## src/rtl/lbg_pkg.sv

```systemverilog
// lbg_pkg: shared constants, widths and payload types of the bar-graph character generator
// no dependencies; every other rtl file refers to it by scoped names
`default_nettype none

package lbg_pkg;

  // bar geometry
  localparam int MAX_BAR_CHARS   = 16;
  localparam int PIXELS_PER_CELL = 5;

  // field widths fixed by the interface
  localparam int PROG_W  = 16;
  localparam int LEN_W   = 5;
  localparam int SCALE_W = 16;
  localparam int CODE_W  = 3;
  localparam int IDX_W   = 4;
  localparam int DATA_W  = 16;

  // register reset values
  localparam logic [LEN_W-1:0]   BAR_LENGTH_RESET = LEN_W'(16);
  localparam logic [SCALE_W-1:0] FULL_SCALE_RESET = SCALE_W'(100);

  // register indexes
  localparam logic [IDX_W-1:0] REG_BAR_LENGTH = IDX_W'(0);
  localparam logic [IDX_W-1:0] REG_FULL_SCALE = IDX_W'(1);

  // scaling and divider widths
  localparam int P_W        = $clog2(PIXELS_PER_CELL + 1);
  localparam int PROD_W     = PROG_W + LEN_W;
  localparam int DIVIDEND_W = PROD_W + P_W;
  localparam int DIV_BITS   = 4;
  localparam int DIV_STAGES = (DIVIDEND_W + DIV_BITS - 1) / DIV_BITS;
  localparam int DQ_W       = DIV_STAGES * DIV_BITS;

  // saturated pixel count
  localparam int PIX_MAX = MAX_BAR_CHARS * PIXELS_PER_CELL;
  localparam int PIX_W   = $clog2(PIX_MAX + 1);

  // glyph of a fully covered cell, cut to the code width
  localparam logic [CODE_W-1:0] FULL_CODE = CODE_W'(PIXELS_PER_CELL);

  // item after scaling: dividend and effective bar length
  typedef struct packed {
    logic [DIVIDEND_W-1:0] dividend;
    logic [LEN_W-1:0]      len;
  } scale_item_t;

  // item after division: pixel count and effective bar length
  typedef struct packed {
    logic [DQ_W-1:0]  quotient;
    logic [LEN_W-1:0] len;
  } pix_item_t;

endpackage

`default_nettype wire

```

## src/rtl/lbg_if.sv

```systemverilog
// lbg_if: valid/ready channel interfaces for progress input, character output and register writes
// depends on lbg_pkg for field widths
`default_nettype none

interface lbg_in_if;
  logic                       valid;
  logic                       ready;
  logic [lbg_pkg::PROG_W-1:0] progress;

  modport source (output valid, output progress, input ready);
  modport sink   (input valid, input progress, output ready);
endinterface

interface lbg_out_if;
  logic                       valid;
  logic                       ready;
  logic [lbg_pkg::CODE_W-1:0] char_code;
  logic                       last;

  modport source (output valid, output char_code, output last, input ready);
  modport sink   (input valid, input char_code, input last, output ready);
endinterface

interface lbg_cfg_if;
  logic                       valid;
  logic                       ready;
  logic [lbg_pkg::IDX_W-1:0]  index;
  logic [lbg_pkg::DATA_W-1:0] data;

  modport source (output valid, output index, output data, input ready);
  modport sink   (input valid, input index, input data, output ready);
endinterface

`default_nettype wire

```

## src/rtl/lcd_bargraph_char_generator_unit.sv

```systemverilog
// lcd_bargraph_char_generator_unit: top level with configuration registers and the pipeline
// depends on lbg_pkg, lbg_if, lbg_scale, lbg_div, lbg_emit
`default_nettype none

// Takes one progress value per transaction and returns bar_length character codes,
// one per cell in cell order, the final one with last set (0 empty, 1..4 partial,
// 5 full). A value is scaled to pixels = progress * bar_length * 5 / full_scale by
// a two-stage multiplier and a six-stage divider (four quotient bits per stage);
// the character stage then drives one code per cycle while the output is ready. An
// input transaction can be taken every cycle while the pipeline has room, so a
// stream of items is bounded by the single character output, which gives one code
// per cell. A bar length of zero produces no transaction; lengths above 16 are cut
// to 16; a full scale of zero gives all full cells. Registers: index 0 bar_length
// (reset 16), index 1 full_scale (reset 100); write them only while no item is in
// flight.
module lcd_bargraph_char_generator_unit (
  input wire logic  clk,
  input wire logic  rst,
  lbg_in_if.sink    item,
  lbg_out_if.source chars,
  lbg_cfg_if.sink   cfg
);

  logic [lbg_pkg::LEN_W-1:0]   bar_length;
  logic [lbg_pkg::SCALE_W-1:0] full_scale;
  logic [lbg_pkg::LEN_W-1:0]   len_eff;

  logic                        sc_valid;
  logic                        sc_ready;
  lbg_pkg::scale_item_t        sc_data;
  logic                        dv_valid;
  logic                        dv_ready;
  lbg_pkg::pix_item_t          dv_data;

  // register writes
  assign cfg.ready = 1'b1;

  always_ff @(posedge clk) begin
    if (rst) begin
      bar_length <= lbg_pkg::BAR_LENGTH_RESET;
      full_scale <= lbg_pkg::FULL_SCALE_RESET;
    end else if (cfg.valid) begin
      unique case (cfg.index)
        lbg_pkg::REG_BAR_LENGTH: bar_length <= cfg.data[lbg_pkg::LEN_W-1:0];
        lbg_pkg::REG_FULL_SCALE: full_scale <= cfg.data[lbg_pkg::SCALE_W-1:0];
        default: ;
      endcase
    end
  end

  // clamp bar length to the supported cell count
  assign len_eff = (32'(bar_length) > lbg_pkg::MAX_BAR_CHARS) ?
                   lbg_pkg::LEN_W'(lbg_pkg::MAX_BAR_CHARS) : bar_length;

  lbg_scale u_scale (
    .clk       (clk),
    .rst       (rst),
    .item      (item),
    .len       (len_eff),
    .dst_valid (sc_valid),
    .dst_ready (sc_ready),
    .dst_data  (sc_data)
  );

  lbg_div u_div (
    .clk       (clk),
    .rst       (rst),
    .divisor   (full_scale),
    .src_valid (sc_valid),
    .src_ready (sc_ready),
    .src_data  (sc_data),
    .dst_valid (dv_valid),
    .dst_ready (dv_ready),
    .dst_data  (dv_data)
  );

  lbg_emit u_emit (
    .clk       (clk),
    .rst       (rst),
    .src_valid (dv_valid),
    .src_ready (dv_ready),
    .src_data  (dv_data),
    .chars     (chars)
  );

endmodule

`default_nettype wire

```

## src/rtl/lbg_scale.sv

```systemverilog
// lbg_scale: two pipeline stages forming progress * bar length * pixels per cell
// depends on lbg_pkg and lbg_in_if
`default_nettype none

module lbg_scale (
  input  wire logic                      clk,
  input  wire logic                      rst,
  lbg_in_if.sink                         item,
  input  wire logic [lbg_pkg::LEN_W-1:0] len,
  output      logic                      dst_valid,
  input  wire logic                      dst_ready,
  output      lbg_pkg::scale_item_t      dst_data
);

  logic                         prod_valid;
  logic [lbg_pkg::PROD_W-1:0]   prod;
  logic [lbg_pkg::LEN_W-1:0]    prod_len;
  logic                         prod_ready;

  // stall chain
  assign prod_ready = !prod_valid || !dst_valid || dst_ready;
  assign item.ready = prod_ready;

  // stage one: progress times bar length; empty bars are dropped here
  always_ff @(posedge clk) begin
    if (rst) begin
      prod_valid <= 1'b0;
    end else if (prod_ready) begin
      prod_valid <= item.valid && (len != '0);
    end
    if (prod_ready) begin
      prod     <= lbg_pkg::PROD_W'(item.progress) * lbg_pkg::PROD_W'(len);
      prod_len <= len;
    end
  end

  // stage two: times pixels per cell
  always_ff @(posedge clk) begin
    if (rst) begin
      dst_valid <= 1'b0;
    end else if (dst_ready || !dst_valid) begin
      dst_valid <= prod_valid;
    end
    if (dst_ready || !dst_valid) begin
      dst_data.dividend <= lbg_pkg::DIVIDEND_W'(prod) *
                           lbg_pkg::DIVIDEND_W'(lbg_pkg::PIXELS_PER_CELL);
      dst_data.len      <= prod_len;
    end
  end

endmodule

`default_nettype wire

```

## src/rtl/lbg_div.sv

```systemverilog
// lbg_div: pipelined restoring divider, a few quotient bits per stage
// depends on lbg_pkg; divisor is the full scale register, kept stable by the user while items are in flight, unchecked
`default_nettype none

module lbg_div (
  input  wire logic                        clk,
  input  wire logic                        rst,
  input  wire logic [lbg_pkg::SCALE_W-1:0] divisor,
  input  wire logic                        src_valid,
  output      logic                        src_ready,
  input  wire lbg_pkg::scale_item_t        src_data,
  output      logic                        dst_valid,
  input  wire logic                        dst_ready,
  output      lbg_pkg::pix_item_t          dst_data
);

  localparam int N = lbg_pkg::DIV_STAGES;

  logic                          vld   [N];
  logic [lbg_pkg::SCALE_W-1:0]   rem   [N];
  logic [lbg_pkg::DQ_W-1:0]      dq    [N];
  logic [lbg_pkg::LEN_W-1:0]     len_q [N];
  logic                          rdy   [N+1];

  assign rdy[N]    = dst_ready;
  assign src_ready = rdy[0];

  for (genvar s = 0; s < N; s++) begin : g_stage
    logic                        v_in;
    logic [lbg_pkg::SCALE_W-1:0] r_in;
    logic [lbg_pkg::DQ_W-1:0]    q_in;
    logic [lbg_pkg::LEN_W-1:0]   l_in;
    logic [lbg_pkg::SCALE_W-1:0] r_nxt;
    logic [lbg_pkg::DQ_W-1:0]    q_nxt;
    logic [lbg_pkg::SCALE_W:0]   trial;

    // stage inputs
    if (s == 0) begin : g_first
      assign v_in = src_valid;
      assign r_in = '0;
      assign q_in = lbg_pkg::DQ_W'(src_data.dividend);
      assign l_in = src_data.len;
    end else begin : g_rest
      assign v_in = vld[s-1];
      assign r_in = rem[s-1];
      assign q_in = dq[s-1];
      assign l_in = len_q[s-1];
    end

    assign rdy[s] = !vld[s] || rdy[s+1];

    // shift-subtract steps; a zero divisor yields an all-ones quotient
    always_comb begin
      r_nxt = r_in;
      q_nxt = q_in;
      trial = '0;
      for (int b = 0; b < lbg_pkg::DIV_BITS; b++) begin
        trial = {r_nxt, q_nxt[lbg_pkg::DQ_W-1]};
        q_nxt = {q_nxt[lbg_pkg::DQ_W-2:0], 1'b0};
        if (trial >= {1'b0, divisor}) begin
          trial    = trial - {1'b0, divisor};
          q_nxt[0] = 1'b1;
        end
        r_nxt = trial[lbg_pkg::SCALE_W-1:0];
      end
    end

    always_ff @(posedge clk) begin
      if (rst) begin
        vld[s] <= 1'b0;
      end else if (rdy[s]) begin
        vld[s] <= v_in;
      end
      if (rdy[s]) begin
        rem[s]   <= r_nxt;
        dq[s]    <= q_nxt;
        len_q[s] <= l_in;
      end
    end
  end

  assign dst_valid         = vld[N-1];
  assign dst_data.quotient = dq[N-1];
  assign dst_data.len      = len_q[N-1];

endmodule

`default_nettype wire

```

## src/rtl/lbg_emit.sv

```systemverilog
// lbg_emit: turns a pixel count into one character code per cell, through an output register
// depends on lbg_pkg and lbg_out_if
`default_nettype none

module lbg_emit (
  input  wire logic               clk,
  input  wire logic               rst,
  input  wire logic               src_valid,
  output      logic               src_ready,
  input  wire lbg_pkg::pix_item_t src_data,
  lbg_out_if.source               chars
);

  logic [lbg_pkg::PIX_W-1:0]  rest_pix;
  logic [lbg_pkg::LEN_W-1:0]  cells_left;
  logic                       adv;
  logic                       more;
  logic [lbg_pkg::PIX_W-1:0]  src_pix;
  logic [lbg_pkg::PIX_W-1:0]  value;
  logic [lbg_pkg::LEN_W-1:0]  cnt;
  logic [lbg_pkg::CODE_W-1:0] char_code_next;
  logic                       last_next;
  logic [lbg_pkg::PIX_W-1:0]  rest_pix_next;
  logic [lbg_pkg::LEN_W-1:0]  cells_left_next;

  assign adv       = !chars.valid || chars.ready;
  assign more      = (cells_left != '0);
  assign src_ready = adv && !more;

  // saturate the quotient; anything past the whole bar is all full cells
  assign src_pix = (src_data.quotient > lbg_pkg::DQ_W'(lbg_pkg::PIX_MAX)) ?
                   lbg_pkg::PIX_W'(lbg_pkg::PIX_MAX) :
                   src_data.quotient[lbg_pkg::PIX_W-1:0];

  // next cell: full while pixels remain, then the partial remainder, then empty
  always_comb begin
    value = more ? rest_pix : src_pix;
    cnt   = more ? cells_left : src_data.len;
    if (value >= lbg_pkg::PIX_W'(lbg_pkg::PIXELS_PER_CELL)) begin
      char_code_next = lbg_pkg::FULL_CODE;
      rest_pix_next  = value - lbg_pkg::PIX_W'(lbg_pkg::PIXELS_PER_CELL);
    end else begin
      char_code_next = lbg_pkg::CODE_W'(value);
      rest_pix_next  = '0;
    end
    cells_left_next = cnt - lbg_pkg::LEN_W'(1);
    last_next       = (cnt == lbg_pkg::LEN_W'(1));
  end

  // output register and cell counter
  always_ff @(posedge clk) begin
    if (rst) begin
      chars.valid <= 1'b0;
      cells_left  <= '0;
    end else if (adv) begin
      if (more || src_valid) begin
        chars.valid <= 1'b1;
        cells_left  <= cells_left_next;
      end else begin
        chars.valid <= 1'b0;
      end
    end
    if (adv && (more || src_valid)) begin
      chars.char_code <= char_code_next;
      chars.last      <= last_next;
      rest_pix        <= rest_pix_next;
    end
  end

endmodule

`default_nettype wire

```

## src/flat_wrapper.sv

```systemverilog
// flat-port wrapper written by rule: the top's interface ports become plain ports
module lcd_bargraph_char_generator_unit_flat 
  (clk, rst, item_valid, item_progress, item_ready, chars_valid, chars_char_code, chars_last, chars_ready, cfg_valid, cfg_index, cfg_data, cfg_ready);
  lbg_in_if item_i ();
  lbg_out_if chars_i ();
  lbg_cfg_if cfg_i ();
  input wire logic clk;
  input wire logic rst;
  input wire logic [$bits(item_i.valid)-1:0] item_valid;
  input wire logic [$bits(item_i.progress)-1:0] item_progress;
  output wire logic [$bits(item_i.ready)-1:0] item_ready;
  output wire logic [$bits(chars_i.valid)-1:0] chars_valid;
  output wire logic [$bits(chars_i.char_code)-1:0] chars_char_code;
  output wire logic [$bits(chars_i.last)-1:0] chars_last;
  input wire logic [$bits(chars_i.ready)-1:0] chars_ready;
  input wire logic [$bits(cfg_i.valid)-1:0] cfg_valid;
  input wire logic [$bits(cfg_i.index)-1:0] cfg_index;
  input wire logic [$bits(cfg_i.data)-1:0] cfg_data;
  output wire logic [$bits(cfg_i.ready)-1:0] cfg_ready;
  assign item_i.valid = item_valid;
  assign item_i.progress = item_progress;
  assign item_ready = item_i.ready;
  assign chars_valid = chars_i.valid;
  assign chars_char_code = chars_i.char_code;
  assign chars_last = chars_i.last;
  assign chars_i.ready = chars_ready;
  assign cfg_i.valid = cfg_valid;
  assign cfg_i.index = cfg_index;
  assign cfg_i.data = cfg_data;
  assign cfg_ready = cfg_i.ready;
  lcd_bargraph_char_generator_unit u_core (.clk(clk), .rst(rst), .item(item_i), .chars(chars_i), .cfg(cfg_i));
endmodule
```

## config.mk

```make
export PLATFORM = sky130hd
export DESIGN_NAME = lcd_bargraph_char_generator_unit_flat
export DESIGN_NICKNAME = d
export VERILOG_FILES = /design/src/rtl/lbg_pkg.sv /design/src/rtl/lbg_if.sv /design/src/rtl/lcd_bargraph_char_generator_unit.sv /design/src/rtl/lbg_scale.sv /design/src/rtl/lbg_div.sv /design/src/rtl/lbg_emit.sv /design/src/flat_wrapper.sv
export SDC_FILE = /design/constraint.sdc
export NUM_CORES = 2
export LEC_CHECK = 0
export ABC_AREA = 0
export BUFFER_PORTS_ARGS = -buffer_cell sky130_fd_sc_hd__buf_2
export CORE_MARGIN = 5
export CORE_UTILIZATION = 55
export DETAILED_ROUTE_END_ITERATION = 8
export PLACE_DENSITY = 0.74
export SYNTH_ARGS = -nofsm -noshare
export SYNTH_HDL_FRONTEND = slang
export SYNTH_SLANG_ARGS = --single-unit
```

## constraint.sdc

```tcl
create_clock -name clk -period 12.01 [get_ports clk]
set_input_delay 1.8015 -clock clk [delete_from_list [all_inputs] [get_ports clk]]
set_output_delay 1.8015 -clock clk [all_outputs]
set_load 0.02 [all_outputs]
```

==> flow_summary.json <==
{
  "clock_sinks": 355,
  "status": "finished, final reports clean",
  "stdcell_area_sq_mm": 0.0379,
  "synth_edf_count": 326,
  "drt_iter0_drc": 2101,
  "setup_viol": 0,
  "drive_gt1_frac": 0.116,
  "post-route-min-period_ns": 11.35,
  "min_path_type": "reg2reg",
  "async_reset_ff_frac": 0,
  "clk_pin_slew_ns": 0.06,
  "die_area_sq_mm": 0.0684,
  "worstMarginPinSlew_ns": 1.21,
  "die_h_microns": 262,
  "port_buffers": 46,
  "boundaryPins": 48,
  "synth-simple-area-share": 0.151,
  "synthFlopType": "edfxtp_1",
  "synth-xor-area-share": 0.0712,
  "ant_nets": 0,
  "numCtsBuffers": 40,
  "synth-compound-area-share": 0.182,
  "maxCapViolCount": 0,
  "reg2reg_to": "u_core.u_div.rem[0][3]",
  "regArea_sq_mm": 0.0104,
  "drt_wl_total_microns": 90500,
  "cp_data_required_time_ns": 12.30,
  "multi_input_area_sq_mm": 0.0235,
  "regToRegStartpoint": "u_core.full_scale[15]",
  "synth.area.mux_share": 0.0712,
  "nNetsFinal": 4322,
  "overflow": 0,
  "ff2ff_setup_slack_ns": 0.66,
  "worstPathArrival_ns": 11.65,
  "rows": 92,
  "ys_warn_count": 0,
  "hold_violations": 0,
  "dp_hpwl_microns": 70300,
  "rsz0062_at_grt": "no",
  "gp_congestion": 0.954,
  "synth_area_per_cell_sq_um": 9.50,
  "endpoint": "u_core.u_div.rem[0][3]",
  "antenna_found_initial": 1,
  "synth-seq-area-share": 0.298,
  "grt_usage": 0.257,
  "slowest_delay_ns": 0.68,
  "drt_pass1_iterations": 5,
  "path_class": "reg2reg",
  "grt_pass1_wl_microns": 143000,
  "critical_path.endpoint_type": "flip-flop",
  "cts-root-buf": "clkbuf_16",
  "fmax_mhz": 88.1,
  "startpoint_type": "flip-flop",
  "synth-seq-cells": 355,
  "synth_fa_ha_area_frac": 0.196,
  "yosysUniqueCellTypes": 99,
  "synth_top_family_by_area": "adder cells",
  "startpoint": "u_core.full_scale[15]",
  "cp_slowest_cell": "a2111oi_1",
  "fin_setup_tns_ns": 0,
  "drv_slew": 0,
  "vias": 28300,
  "synth_area_sq_mm": 0.0348,
  "h-tree-depth": 2,
  "clock_latency_ns": 0.58,
  "num_antenna_cells": 0,
  "start_util": 0.554,
  "syn_inst": 3667,
  "period_share": 0.945,
  "synth_nets": 4214,
  "core_sq_mm": 0.0629,
  "final.setup_skew_ns": 0.0328,
  "synthTopCellsByArea": "edfxtp_1 28%, ha_1 16%, mux2_2 5.1%, xnor2_1 4.7%, a21oi_1 3.8%",
  "max_slew_margin": 0.188,
  "yosysTopAreaCellShare": 0.281,
  "placed_cell_area_sq_mm": 0.0364,
  "cts.path.max_buffers": 3,
  "drc": 0,
  "areaGrowthSynthToFinish_pct": 8.81,
  "grt_pass1_vias": 26900,
  "post_drt_wl_per_cell_microns": 19.5,
  "yosys.area.top_type": "edfxtp_1",
  "r2r_cells": 37,
  "fillerInstances": 5412,
  "grt_max_degree": 47,
  "crit_path_max_fanout": 20,
  "die_width_microns": 262,
  "cts_tree": "yes",
  "via_per_inst": 6.09
}
-- metrics by stage --
stage	util	setup WS (ns)	hold slack, ns	cells
finish	0.603	0.658	0.390	4652
global route	0.603	0.00782	0.404	4652
CTS	0.600	0.369	0.385	4642
detailed placement	0.579	0.518	0.405	4569
global placement	0.579	0.673	0.401	4569
floorplan	-	0.285	0.400	3667
-- flip-flops by register name (all words and copies together) (netlist names), 6 cells and up --
| signal | flops |
|---|---|
| u_core.u_emit.rest_pix | 7 |
| u_core.u_scale.dst_data | 29 |
| u_core.u_scale.prod | 21 |
| u_core.full_scale | 16 |
| u_core.u_div.vld | 6 |
| u_core.u_div.dq | 144 |
| u_core.u_div.len_q | 30 |
| u_core.u_div.rem | 80 |
-- placed cells by master, fill, tap and decap left out, drive strengths merged, types with 33 or more instances in the layout --
cell,Yosys,layout
a21o,107,107
mux2i,40,40
buf,16,125
nand4,60,60
nor2,237,237
o21bai,36,36
o21a,69,69
nand3,61,61
o21ai,199,199
ha,441,441
nor2b,64,64
and2,62,62
fa,65,65
mux2,178,178
nand2,308,308
edfxtp,326,326
a211oi,33,33
a21oi,266,266
clkbuf,44,45
nand2b,49,49
xnor2,188,188
nor3,85,85
inv,213,215
xor2,95,95
-- per-layer routing --
layer	vias to the layer above	track usage	wire (microns)
li1	13900	-	-
met1	13500	0.352	39900
met2	787	0.435	42800
met3	164	0.0263	4820
met4	0	0.0781	2940
met5	-	0	0
-- cell usage after synthesis, drive strengths merged (16+ instances only) --
master  instances
o41ai          16
nand4          60
o21a           69
nand2b         49
a21o          107
a211oi         33
o21ai         199
dfxtp          29
a21oi         266
nor2          237
mux2          178
a21boi         22
and3           25
nor2b          64
or2            16
mux2i          40
fa             65
nand2         308
ha            441
nor4           27
buf            16
or3            20
xor2           95
edfxtp        326
nand3          61
o31ai          31
a31oi          24
nor3           85
o21bai         36
and2           62
clkbuf         44
inv           213
xnor2         188
-- worst max-delay path, delay by kind of cell (launching register included) --
family / cells / cell delay, ns
DFF: 1 / 0.32
and+or+nand+nor: 13 / 3.01
muxes: 3 / 1.07
AOI/OAI and AO/OA: 16 / 5.19
adders and majority gates: 3 / 0.91
buffers and inverters: 2 / 0.55
-- worst min path at each step --
stage	end	cells past startpoint	startpoint	slack [ns]
2_1_floorplan	u_core.u_div.dq[0][10]	0	u_core.u_scale.dst_data[11]	0.40
3_3_place_gp	u_core.u_div.dq[3][19]	0	u_core.u_div.dq[2][15]	0.40
3_5_place_dp	u_core.u_div.dq[1][12]	0	u_core.u_div.dq[0][8]	0.40
4_1_cts	u_core.u_div.dq[1][9]	0	u_core.u_div.dq[0][5]	0.39
5_1_grt	u_core.u_div.len_q[1][2]	0	u_core.u_div.len_q[0][2]	0.40
6_report	u_core.u_div.dq[1][9]	0	u_core.u_div.dq[0][5]	0.39
-- area by class of cell --
cell class,instances,area share
clock inverter,28,0.00799
inverter,216,0.0216
multi-input combinational,3037,0.620
timing repair buffer,125,0.0221
sequential,355,0.274
clock buffer,45,0.0272
tap,846,0.0279
-- kinds of logic (layout without fill, tap and decap cells) --
group	after synthesis	in the layout
mux	218	218
compound gates	961	962
xor+xnor	283	283
fa+ha+maj	506	506
simple gates	1067	1067
buf+inv	276	414
flops	355	355
other cells	1	1
-- repair_timing --
| action | in CTS | in global routing |
|---|---|---|
| gates resized for setup | 0 | 20 |
| endpoints found under the setup margin | 0 | 82 |
| setup buffers | 0 | 9 |
| hold buffers | 0 | 0 |
Power is left out: the tool's default activity adds up to more than one toggle a clock period on the data nets, which glitch-free logic cannot reach.
